--- src/hw/rtl/url_percent_decoder_assert.svh ---
// Assertion helpers used by the top-level decoder module.
`ifndef URL_PERCENT_DECODER_ASSERT_SVH
`define URL_PERCENT_DECODER_ASSERT_SVH

// Check that the consequent holds in the same cycle as the antecedent.
`define URLDEC_ASSERT_NOW(label, clk, rst_n, ante, cons) \
    label: assert property (@(posedge clk) disable iff (!(rst_n)) (ante) |-> (cons)) \
        else $error("url decoder check failed");

// Check that the consequent holds in the cycle after the antecedent.
`define URLDEC_ASSERT_NEXT(label, clk, rst_n, ante, cons) \
    label: assert property (@(posedge clk) disable iff (!(rst_n)) (ante) |=> (cons)) \
        else $error("url decoder check failed");

`endif

--- src/hw/rtl/urldec_pkg.sv ---
`default_nettype none

package urldec_pkg;

    // Character codes
    localparam logic [7:0] CH_PLUS  = 8'h2B;
    localparam logic [7:0] CH_PCT   = 8'h25;
    localparam logic [7:0] CH_SPACE = 8'h20;

    // Default number of entries in the front-to-back queue
    localparam int QUEUE_DEPTH_DEFAULT = 4;

    // Most bytes one input can produce
    localparam int MAX_RESULTS = 3;

    // Escape tracking state
    typedef enum logic [1:0] {
        PH_IDLE  = 2'd0,
        PH_PCT   = 2'd1,
        PH_DIGIT = 2'd2
    } t_phase;

    // One queue entry: the decoded bytes caused by one input
    typedef struct packed {
        logic [MAX_RESULTS-1:0][7:0] data;
        logic [1:0]                  cnt;
        logic                        text_end;
    } t_entry;

    // Queue status seen by front and back
    typedef struct packed {
        logic full;
        logic empty;
    } t_fifo_status;

    function automatic logic urldec_is_hex(input logic [7:0] b);
        return ((b >= 8'h30) && (b <= 8'h39)) ||
               ((b >= 8'h41) && (b <= 8'h46)) ||
               ((b >= 8'h61) && (b <= 8'h66));
    endfunction

    function automatic logic [3:0] urldec_hex_value(input logic [7:0] b);
        logic [7:0] v;
        v = 8'h00;
        if ((b >= 8'h30) && (b <= 8'h39)) begin
            v = b - 8'h30;
        end else if ((b >= 8'h41) && (b <= 8'h46)) begin
            v = b - 8'h37;
        end else if ((b >= 8'h61) && (b <= 8'h66)) begin
            v = b - 8'h57;
        end
        return v[3:0];
    endfunction

    // Append one byte to an entry, dropping it once the entry is full
    function automatic t_entry urldec_append(input t_entry e, input logic [7:0] b);
        t_entry r;
        r = e;
        if (e.cnt != 2'(MAX_RESULTS)) begin
            r.data[e.cnt] = b;
            r.cnt         = e.cnt + 2'd1;
        end
        return r;
    endfunction

endpackage

`default_nettype wire

--- src/hw/rtl/urldec_front.sv ---
`default_nettype none

module urldec_front
    import urldec_pkg::*;
(
    input  wire logic         i_clk,
    input  wire logic         i_rst_n,
    input  wire logic         i_valid,
    output logic              o_ready,
    input  wire logic [7:0]   i_byte,
    input  wire logic         i_last,
    input  wire t_fifo_status i_status,
    output logic              o_push,
    output t_entry            o_entry
);

    t_phase     r_phase, n_phase;
    logic [7:0] r_held, n_held;
    t_entry     n_entry;
    logic       w_accept;

    assign o_ready  = !i_status.full;
    assign w_accept = i_valid && o_ready;

    // Classify the byte and build the list of decoded bytes
    always_comb begin
        logic is_h;
        logic do_plain;
        n_entry  = '0;
        n_phase  = r_phase;
        n_held   = r_held;
        is_h     = urldec_is_hex(i_byte);
        do_plain = 1'b0;
        unique case (r_phase)
            PH_PCT: begin
                if (is_h) begin
                    n_held  = i_byte;
                    n_phase = PH_DIGIT;
                end else begin
                    n_phase  = PH_IDLE;
                    n_entry  = urldec_append(n_entry, CH_PCT);
                    do_plain = 1'b1;
                end
            end
            PH_DIGIT: begin
                n_phase = PH_IDLE;
                if (is_h) begin
                    n_entry = urldec_append(n_entry,
                        {urldec_hex_value(r_held), urldec_hex_value(i_byte)});
                end else begin
                    n_entry  = urldec_append(n_entry, CH_PCT);
                    n_entry  = urldec_append(n_entry, r_held);
                    do_plain = 1'b1;
                end
            end
            default: begin
                n_phase  = PH_IDLE;
                do_plain = 1'b1;
            end
        endcase

        // Ordinary handling of the byte
        if (do_plain) begin
            if (i_byte == CH_PLUS) begin
                n_entry = urldec_append(n_entry, CH_SPACE);
            end else if (i_byte == CH_PCT) begin
                n_phase = PH_PCT;
            end else begin
                n_entry = urldec_append(n_entry, i_byte);
            end
        end

        // Flush an open escape at the end of the text
        if (i_last) begin
            if (n_phase == PH_PCT) begin
                n_entry = urldec_append(n_entry, CH_PCT);
            end else if (n_phase == PH_DIGIT) begin
                n_entry = urldec_append(n_entry, CH_PCT);
                n_entry = urldec_append(n_entry, n_held);
            end
            n_phase = PH_IDLE;
            n_held  = 8'h00;
        end
        n_entry.text_end = i_last;
    end

    // Advance escape state on each accepted byte
    always_ff @(posedge i_clk) begin
        if (!i_rst_n) begin
            r_phase <= PH_IDLE;
            r_held  <= 8'h00;
        end else if (w_accept) begin
            r_phase <= n_phase;
            r_held  <= n_held;
        end
    end

    // Push only inputs that produce bytes
    assign o_push  = w_accept && (n_entry.cnt != 2'd0);
    assign o_entry = n_entry;

endmodule

`default_nettype wire

--- src/hw/rtl/urldec_fifo.sv ---
`default_nettype none

module urldec_fifo
    import urldec_pkg::*;
#(
    parameter int DEPTH = QUEUE_DEPTH_DEFAULT
) (
    input  wire logic   i_clk,
    input  wire logic   i_rst_n,
    input  wire logic   i_push,
    input  wire t_entry i_entry,
    input  wire logic   i_pop,
    output t_entry      o_head,
    output t_fifo_status o_status
);

    localparam int PTR_W = (DEPTH > 1) ? $clog2(DEPTH) : 1;
    localparam int CNT_W = $clog2(DEPTH + 1);

    t_entry             r_mem [DEPTH];
    logic [PTR_W-1:0]   r_wr_ptr, r_rd_ptr;
    logic [CNT_W-1:0]   r_count;

    function automatic logic [PTR_W-1:0] ptr_inc(input logic [PTR_W-1:0] p);
        return (p == PTR_W'(DEPTH - 1)) ? '0 : p + PTR_W'(1);
    endfunction

    // Store pushed entries
    always_ff @(posedge i_clk) begin
        if (i_push) begin
            r_mem[r_wr_ptr] <= i_entry;
        end
    end

    // Move pointers and count
    always_ff @(posedge i_clk) begin
        if (!i_rst_n) begin
            r_wr_ptr <= '0;
            r_rd_ptr <= '0;
            r_count  <= '0;
        end else begin
            if (i_push) begin
                r_wr_ptr <= ptr_inc(r_wr_ptr);
            end
            if (i_pop) begin
                r_rd_ptr <= ptr_inc(r_rd_ptr);
            end
            if (i_push && !i_pop) begin
                r_count <= r_count + CNT_W'(1);
            end else if (!i_push && i_pop) begin
                r_count <= r_count - CNT_W'(1);
            end
        end
    end

    assign o_head         = r_mem[r_rd_ptr];
    assign o_status.full  = (r_count == CNT_W'(DEPTH));
    assign o_status.empty = (r_count == '0);

endmodule

`default_nettype wire

--- src/hw/rtl/urldec_back.sv ---
`default_nettype none

module urldec_back
    import urldec_pkg::*;
(
    input  wire logic         i_clk,
    input  wire logic         i_rst_n,
    input  wire t_entry       i_head,
    input  wire t_fifo_status i_status,
    output logic              o_pop,
    output logic              o_valid,
    input  wire logic         i_ready,
    output logic [7:0]        o_byte,
    output logic              o_run_last,
    output logic              o_text_end
);

    logic [1:0] r_idx;
    logic       r_valid;
    logic [7:0] r_byte;
    logic       r_run_last;
    logic       r_text_end;
    logic       w_load;
    logic       w_is_last;

    assign w_load    = !i_status.empty && (!r_valid || i_ready);
    assign w_is_last = (r_idx == (i_head.cnt - 2'd1));
    assign o_pop     = w_load && w_is_last;

    // Walk through the bytes of the head entry
    always_ff @(posedge i_clk) begin
        if (!i_rst_n) begin
            r_idx   <= 2'd0;
            r_valid <= 1'b0;
        end else begin
            if (w_load) begin
                r_idx   <= w_is_last ? 2'd0 : r_idx + 2'd1;
                r_valid <= 1'b1;
            end else if (i_ready) begin
                r_valid <= 1'b0;
            end
        end
    end

    // Load the output register
    always_ff @(posedge i_clk) begin
        if (w_load) begin
            r_byte     <= i_head.data[r_idx];
            r_run_last <= w_is_last;
            r_text_end <= w_is_last && i_head.text_end;
        end
    end

    assign o_valid    = r_valid;
    assign o_byte     = r_byte;
    assign o_run_last = r_run_last;
    assign o_text_end = r_text_end;

endmodule

`default_nettype wire

--- src/hw/rtl/url_percent_decoder.sv ---
// Channel   | Dir | tdata (low bit up) | tlast         | tuser
// ----------+-----+--------------------+---------------+--------------
// s_axis    | in  | in_byte[7:0]       | in_last       | -
// m_axis    | out | out_byte[7:0]      | out_text_end  | out_run_last
//
// One input byte per cycle while the queue has room; a byte that gives
// several bytes is sent one byte per output transaction, as m_axis allows.
// A queue of QUEUE_DEPTH entries between classifier and emitter absorbs this.
// Decoded bytes go into the queue, then into the output register that drives valid.
// Reset is synchronous, active low, and returns the escape state to idle.
// Either side may stall; the input stalls only when the queue is full.
`default_nettype none

`include "url_percent_decoder_assert.svh"

module url_percent_decoder
    import urldec_pkg::*;
#(
    parameter int QUEUE_DEPTH = QUEUE_DEPTH_DEFAULT
) (
    input  wire logic       i_clk,
    input  wire logic       i_rst_n,
    input  wire logic       s_axis_tvalid,
    output logic            s_axis_tready,
    input  wire logic [7:0] s_axis_tdata,   // [7:0] in_byte
    input  wire logic       s_axis_tlast,
    output logic            m_axis_tvalid,
    input  wire logic       m_axis_tready,
    output logic [7:0]      m_axis_tdata,   // [7:0] out_byte
    output logic            m_axis_tlast,
    output logic            m_axis_tuser    // [0] out_run_last
);

    t_fifo_status w_status;
    t_entry       w_push_entry;
    t_entry       w_head;
    logic         w_push;
    logic         w_pop;

    // Classify input bytes
    urldec_front u_front (
        .i_clk    (i_clk),
        .i_rst_n  (i_rst_n),
        .i_valid  (s_axis_tvalid),
        .o_ready  (s_axis_tready),
        .i_byte   (s_axis_tdata),
        .i_last   (s_axis_tlast),
        .i_status (w_status),
        .o_push   (w_push),
        .o_entry  (w_push_entry)
    );

    // Hold decoded groups between the two sides
    urldec_fifo #(
        .DEPTH (QUEUE_DEPTH)
    ) u_fifo (
        .i_clk    (i_clk),
        .i_rst_n  (i_rst_n),
        .i_push   (w_push),
        .i_entry  (w_push_entry),
        .i_pop    (w_pop),
        .o_head   (w_head),
        .o_status (w_status)
    );

    // Emit decoded bytes one per transaction
    urldec_back u_back (
        .i_clk      (i_clk),
        .i_rst_n    (i_rst_n),
        .i_head     (w_head),
        .i_status   (w_status),
        .o_pop      (w_pop),
        .o_valid    (m_axis_tvalid),
        .i_ready    (m_axis_tready),
        .o_byte     (m_axis_tdata),
        .o_run_last (m_axis_tuser),
        .o_text_end (m_axis_tlast)
    );

    // Text end only on the last byte of a group
    `URLDEC_ASSERT_NOW(a_end_is_run_last, i_clk, i_rst_n, m_axis_tvalid && m_axis_tlast, m_axis_tuser)
    // Input stalls only on a full queue
    `URLDEC_ASSERT_NOW(a_stall_when_full, i_clk, i_rst_n, !s_axis_tready, w_status.full)
    // Never pop an empty queue
    `URLDEC_ASSERT_NOW(a_pop_not_empty, i_clk, i_rst_n, w_pop, !w_status.empty)
    // A push into an empty queue makes it non-empty
    `URLDEC_ASSERT_NEXT(a_push_fills, i_clk, i_rst_n, w_push && w_status.empty, !w_status.empty)

endmodule

`default_nettype wire
--- config.mk ---
export PLATFORM = sky130hd
export DESIGN_NAME = url_percent_decoder
export DESIGN_NICKNAME = d
export VERILOG_FILES = /design/src/hw/rtl/urldec_pkg.sv /design/src/hw/rtl/urldec_front.sv /design/src/hw/rtl/urldec_fifo.sv /design/src/hw/rtl/urldec_back.sv /design/src/hw/rtl/url_percent_decoder.sv
export VERILOG_INCLUDE_DIRS = /design/src /design/src/hw/rtl
export SDC_FILE = /design/constraint.sdc
export NUM_CORES = 1
export LEC_CHECK = 0
export ABC_CLOCK_PERIOD_IN_PS = 4200
export BUFFER_PORTS_ARGS = -buffer_cell sky130_fd_sc_hd__buf_2
export CORE_MARGIN = 3
export CORE_UTILIZATION = 25
export DETAILED_ROUTE_END_ITERATION = 7
export PLACE_DENSITY = 0.36
export SYNTH_ARGS = -nofsm -noshare
export SYNTH_HDL_FRONTEND = slang
export SYNTH_SLANG_ARGS = --single-unit
export TNS_END_PERCENT = 1
--- constraint.sdc ---
create_clock -name i_clk -period 4.2 [get_ports i_clk]
set_clock_uncertainty 0.15 [all_clocks]
set_input_delay 0.21 -clock i_clk [delete_from_list [all_inputs] [get_ports i_clk]]
set_output_delay 0.21 -clock i_clk [all_outputs]
set_load 0.01 [all_outputs]
# After elaboration in Yosys (flattened, before gate mapping)

Memory sizes are Yosys's and may differ from the RTL's. A register that Yosys moved wholly into a read port is not among the register bits.
Cells that the tools add are included.
W data, S select, Z words.

Output and inout bits: 12
Bits in read-only memories: 0
Memory bits (writable): 108
Register bits: 30
Latch bits: 0
Memories kept: 1
Word-level logic and storage cells: 158
Input port bits: 13

Memory list:

| name         | words | bits a word | read ports | clocked after memory_dff | write ports | line              | source |
|---|---|---|---|---|---|---|---|
| u_fifo.r_mem | 4     | 27          | 1          | 1                        | 1           | urldec_fifo.sv:20 | `t_entry r_mem [DEPTH];` |

Eq/ne operators: 14
Reduce and logical (&&, ||, !) cells: 30
$lt $le $gt $ge: 21
Div/mod/pow operators: 0
Multipliers: 0
Add/sub/neg operators: 16
Shifts and indexed selects: 0
Bitwise operators: 6
Mux-type cells: 60

Operator list:

| kind                  | number |
|---|---|
| $mux W26              | 8 |
| $mux W27              | 7 |
| $bwmux W24            | 3 |
| $demux W8 S2          | 4 |
| $mux W8               | 8 |
| $pmux W27 S2          | 1 |
| $ge A8 B7 Y1 const B  | 4 |
| $le A8 B7 Y1 const B  | 4 |
| $mux W4               | 6 |
| $mux W2               | 11 |
| $and A21 B21 Y21      | 1 |
| $not A21 Y21          | 1 |
| $mux W10              | 2 |
| $logic_and A1 B1 Y1   | 17 |
| $bmux W8 S2           | 1 |
| $eq A8 B6 Y1 const B  | 2 |
| $ge A8 B6 Y1 const B  | 2 |
| $le A8 B6 Y1 const B  | 2 |
| $sub A4 B3 Y4 const B | 4 |
| $and A15 B15 Y15      | 1 |
| $lt A2 B3 Y1 const B  | 5 |
| $not A15 Y15          | 1 |
| $add A2 B1 Y2 const B | 7 |
| $mux W9               | 1 |
| 19 further kinds      | 44 |

# Logic depth before layout (Yosys ltp)

Depth after elaboration: 48
Gate-level depth with buffers: 14
Gate-level depth less buffers: 13

# Hierarchy

Synthesis repeated with hierarchy kept, for this count alone.

Cell total of the unflattened synthesis: 478
Area total of the unflattened synthesis: 6692.7 µm²

Modules (own cells, without submodules):

| module       | instances | sequential area each (µm²) | area an instance (µm²) | cells each |
|---|---|---|---|---|
| urldec_fifo  | 1         | 3423.3                     | 4401.7                 | 185 |
| urldec_front | 1         | 200.2                      | 1627.8                 | 232 |
| urldec_back  | 1         | 360.3                      | 663.1                  | 61 |

# Worst setup path before layout

Ideal clock, no wire load.

Path type: input -> register
Start point: input port s_axis_tdata[3]
End point: register u_fifo.r_count[2]
Arrival time: 3.089 ns
Data required time: 3.974 ns
Buffers on the path: 2
Library setup time: 0.076 ns
Stages: 13
Path slack: 0.886 ns
Cell sequence: buf_6 -> or4b_4 -> a311oi_4 -> a21oi_2 -> buf_6 -> mux2i_4 -> o22ai_2 -> ha_1 -> inv_1 -> fa_1 -> xor2_1 -> or3_1 -> a21boi_0

Cells in the longest elaborated chain, start to end: 26
Elaborated cells on any way between the ends: 51
Classes of those cells: add/sub: 3; order compare: 6; eq/ne: 7; mux: 24; reduce/logical: 11

RTL lines:

| what                                          | line                                   | source |
|---|---|---|
| start, declared                               | url_percent_decoder.sv:25              | `input wire logic [7:0] s_axis_tdata,` |
| $ge A8 B6 Y1 (tied with other cells)          | urldec_pkg.sv:37                       | `return ((b >= 8'h30) && (b <= 8'h39)) \|\|` |
| $logic_and A1 B1 Y1 (on tied branches)        | urldec_pkg.sv:37, urldec_pkg.sv:38     |  |
| $logic_or A1 B1 Y1                            | urldec_pkg.sv:37                       |  |
| $logic_or A1 B1 Y1                            | urldec_pkg.sv:38                       | `((b >= 8'h41) && (b <= 8'h46)) \|\|` |
| $mux W27 or $mux W9 (tied branches)           | urldec_front.sv:47, urldec_front.sv:36 |  |
| $pmux W27 S2                                  | urldec_front.sv:34                     | `unique case (r_phase)` |
| $add A2 B1 Y2 or $ne A2 B2 Y1 (tied branches) | urldec_pkg.sv:61, urldec_pkg.sv:59     |  |
| $mux W26                                      | urldec_pkg.sv:59                       | `if (e.cnt != 2'(MAX_RESULTS)) begin` |
| [11 not listed]                               | -                                      |  |
| $mux W27                                      | urldec_front.sv:75                     | `if (n_phase == PH_PCT) begin` |
| $mux W27 *                                    | urldec_front.sv:74                     | `if (i_last) begin` |
| $reduce_bool A2 Y1 *                          | urldec_front.sv:99                     | `assign o_push = w_accept && (n_entry.cnt != 2'd0);` |
| $logic_and A1 B1 Y1 *                         | urldec_front.sv:99                     |  |
| named net u_fifo.i_push                       | urldec_fifo.sv:10                      | `input wire logic i_push,` |
| $logic_not A1 Y1                              | urldec_fifo.sv:50                      | `end else if (!i_push && i_pop) begin` |
| $logic_and A1 B1 Y1                           | urldec_fifo.sv:50                      |  |
| $reduce_bool A2 Y1 (no line)                  | -                                      |  |
| end signal, assigned                          | urldec_fifo.sv:49                      | `r_count <= r_count + CNT_W'(1);` |
| end signal, assigned                          | urldec_fifo.sv:51                      | `r_count <= r_count - CNT_W'(1);` |
| end, declared                                 | urldec_fifo.sv:22                      | `logic [CNT_W-1:0] r_count;` |

Mark *: on every way through the listed nets, which the timed path passes. The rest lies on a longest branch. The select of a mux whose other input is x is not followed.
A chain may end at the register's enable or synchronous reset.

# Worst setup path after layout

Start point: register u_front.r_phase[1]
End point: register u_fifo.r_count[2]

Cells in the longest elaborated chain, start to end: 22
Elaborated cells on any way between the ends: 37
Classes of those cells: add/sub: 3; eq/ne: 7; mux: 20; reduce/logical: 7

RTL lines:

| what                                          | line                               | source |
|---|---|---|
| start, declared                               | urldec_front.sv:17                 | `t_phase r_phase, n_phase;` |
| start signal, assigned                        | urldec_front.sv:93                 | `r_phase <= n_phase;` |
| $eq A2 B2 Y1 or $eq A2 B1 Y1 (tied branches)  | urldec_front.sv:34                 |  |
| $pmux W27 S2                                  | urldec_front.sv:34                 |  |
| $add A2 B1 Y2 or $ne A2 B2 Y1 (tied branches) | urldec_pkg.sv:61, urldec_pkg.sv:59 |  |
| $mux W26                                      | urldec_pkg.sv:59                   |  |
| $mux W27                                      | urldec_front.sv:66                 | `end else if (i_byte == CH_PCT) begin` |
| $mux W27                                      | urldec_front.sv:64                 | `if (i_byte == CH_PLUS) begin` |
| $mux W27                                      | urldec_front.sv:63                 | `if (do_plain) begin` |
| $add A2 B1 Y2 or $ne A2 B2 Y1 (tied branches) | urldec_pkg.sv:61, urldec_pkg.sv:59 |  |
| [7 not listed]                                | -                                  |  |
| $mux W27                                      | urldec_front.sv:75                 |  |
| $mux W27 *                                    | urldec_front.sv:74                 |  |
| $reduce_bool A2 Y1 *                          | urldec_front.sv:99                 |  |
| $logic_and A1 B1 Y1 *                         | urldec_front.sv:99                 |  |
| named net u_fifo.i_push                       | urldec_fifo.sv:10                  |  |
| $logic_not A1 Y1                              | urldec_fifo.sv:50                  |  |
| $logic_and A1 B1 Y1                           | urldec_fifo.sv:50                  |  |
| $reduce_bool A2 Y1 (no line)                  | -                                  |  |

Marks and branches as above.

==> impl_metrics.tcl <==
set metrics [dict create \
    cts_hold_buf 1 \
    arrival_ns 3.51 \
    cts_buffers 17 \
    syn_inst 482 \
    synth_cell_types 74 \
    synth_edf_count 118 \
    start_util_pct 25.6 \
    holdPathStages 3 \
    worst_pin_slew_ns 1.05 \
    area_delta_synth_final_pct 16.7 \
    postCtsSetupBuffers 0 \
    status "completed" \
    nets 546 \
    crit_top_cell "ha_1" \
    synth.most_common_cell "edfxtp_1" \
    multi_input_area_sq_um 2520 \
    dominantRegCellSynth "edfxtp_1" \
    clk_latency_ns 0.41 \
    hp-class "input port to register" \
    finalSetupTns_ns 0 \
    vias 4164 \
    drive_above_1_share_pct 21.0 \
    power.density_nw_per_um2 528 \
    wl_mm 17.5 \
    drc 0 \
    cp_max_fo 14 \
    ys_async_sr_fraction_pct 0 \
    cts_tree "done" \
    reg2reg_depth 12 \
    clkTransAtPathRegs_ns 0.06 \
    gp_congestion 0.866 \
    synth_seq_area_share_pct 59.1 \
    die-area_sq_um 28900 \
    max-cap-violations 0 \
    crit_path_max_incr_delay_ns 0.38 \
    yosysTopAreaCell "edfxtp_1" \
    syn_area_sq_um 6740 \
    yosys.area.top_type_share_pct 52.6 \
    end_kind "register" \
    fmax_mhz 300 \
    critPathLaunchType "register" \
    ir_drop_uv 230 \
    drt_iter0_markers 258 \
    grt_pass1_vias 4284 \
    synth.net_count 513 \
    detail_route.wl_per_cell_um 20.2 \
    die_w_um 170 \
    vias_per_cell 4.83 \
    fin_crit_sh_pct 79.3 \
    grt_max_degree 28 \
    crit_slowest_cell "dfxtp_1" \
    grt_pass1_wl_mm 26.9 \
    slew_headroom_pct 30.0 \
    syn_area_per_cell_sq_um 14.0 \
    leakagePower_nw 2.69 \
    cts_htree_levels 4 \
    synthTopCellsByArea "edfxtp_1, mux4_2, dfxtp_1, ha_1, mux2i_1" \
    drt_first_pass_iters 4 \
    grt_overflow 0 \
    ys_ff_latch 140 \
    io_pins 25 \
    grt_usage_pct 12.6 \
    root_buffer "clkbuf_16" \
    total_power_mw 4.15 \
    finalMaxSlewViolations 0 \
    crit_chain "ha_1 -> buf_4 -> nand2_1 -> o21ai_0 -> a21oi_1 -> o22ai_2 -> ha_1 -> inv_1 -> fa_1 -> xor2_1 -> or3_1 -> a21boi_0" \
    core-area_sq_um 26300 \
    r2r_slack_ns 0.87 \
    hold_viol 0 \
    rsz0062_at_grt "false" \
    finalSetupViolations 0 \
    cp.required_ns 4.38 \
    rows 59 \
    diodes 0 \
    fin_util_pct 29.9 \
    port_buffers 24 \
    antenna_found_initial 0 \
    yosys-top-cells-count "edfxtp_1, nand2_1, mux4_2, inv_1, dfxtp_1" \
    hpwl_mm 11.7 \
    antenna_left 0 \
    post_cts_resize_count 0 \
    crit_type "register to register" \
    cts_sinks 140 \
    seq_area_sq_um 3990 \
    finalCriticalPeriod_ns 3.33 \
    die_h_um 170 \
    fillers 2666 \
    yosys_warnings 0 \
    cts_buffer_depth 2 \
]
[per-stage QoR]
step | hold slack, ns | cells | cell area (sq um) | worst slack (ns)
after floorplan | 0.159 | 482 | 6740 | 0.886
after global placement | 0.316 | 830 | 7250 | 0.753
after detailed placement | 0.326 | 830 | 7250 | 0.641
after CTS | 0.0130 | 863 | 7860 | 0.815
after global routing | 0.0234 | 863 | 7860 | 0.615
final | 0.0460 | 863 | 7860 | 0.869
[sequential cells by signal (all words and copies together) (netlist names), named ones only]
signal	count
u_fifo.r_mem	108
u_fifo.r_count	3
u_back.o_byte	8
u_back.o_valid	1
u_back.r_idx	2
u_front.r_held	8
u_fifo.r_rd_ptr	2
u_fifo.r_wr_ptr	2
u_back.o_run_last	1
u_front.r_phase	2
u_back.o_text_end	1
[kinds of logic (layout without fill, tap and decap cells)]
family | Yosys count | count (layout) | synth area share [%]
adders and majority gates | 18 | 18 | 3.46
muxes | 46 | 46 | 12.0
and+or+nand+nor | 118 | 118 | 9.57
AOI/OAI and AO/OA | 101 | 101 | 11.3
DFF | 140 | 140 | 59.1
buffers and inverters | 51 | 97 | 3.44
xor gates and xnor gates | 8 | 8 | 1.04
[power breakdown]
group	internal (mW)	switching, mW
logic	0.349	0.501
clock network	0.936	0.577
registers	1.73	0.0571
total	3.02	1.13
[cell usage in the layout, fill, tap and decap left out, types with 4 or more instances in the layout]
cell type / count
edfxtp_1: 118
clkinv_4: 4
o21ai_1: 6
xnor2_1: 7
nand3_1: 5
dfxtp_1: 21
a21o_1: 7
nand2_1: 33
nor3_1: 12
clkbuf_16: 17
mux4_2: 27
nor2_1: 17
a21boi_1: 5
and3_1: 4
buf_2: 24
inv_1: 24
nor2b_1: 10
a22o_1: 7
nand2b_1: 4
ha_1: 17
mux2i_1: 18
o21ai_0: 9
o22ai_1: 10
and2_1: 14
buf_4: 16
a21oi_1: 15
[final cells by class]
| cell class | count | area share [%] |
|---|---|---|
| timing repair buffer | 41 | 3.18 |
| tap | 335 | 5.33 |
| clock buffer | 18 | 5.46 |
| multi-input combinational | 291 | 32.1 |
| inverter | 24 | 1.15 |
| sequential | 140 | 50.7 |
| clock inverter | 14 | 2.13 |
[final timing paths]
path | from | end
max | u_front.r_phase[1] | u_fifo.r_count[2]
min | s_axis_tdata[5] | u_front.r_held[5]
max reg2reg | u_front.r_phase[1] | u_fifo.r_count[2]
min reg2reg | u_back.o_valid | u_back.o_valid
[metal layers]
metal  global-route usage [%]  vias up  wire, um
li1                         -     1925         -
met1                     17.0     2163      8350
met2                     20.5       66      8340
met3                     3.14       10       628
met4                     3.07        0       155
met5                        0        -         0
[worst max-delay path: cells and delay by family, from the launching register on]
kind | cells | cell delay, ns
buf+inv | 2 | 0.32
simple gates | 2 | 0.48
flops | 1 | 0.38
xor+xnor | 1 | 0.17
compound gates | 4 | 0.80
fa+ha+maj | 3 | 0.94
No activity file was read; power rests on OpenSTA's default activity.
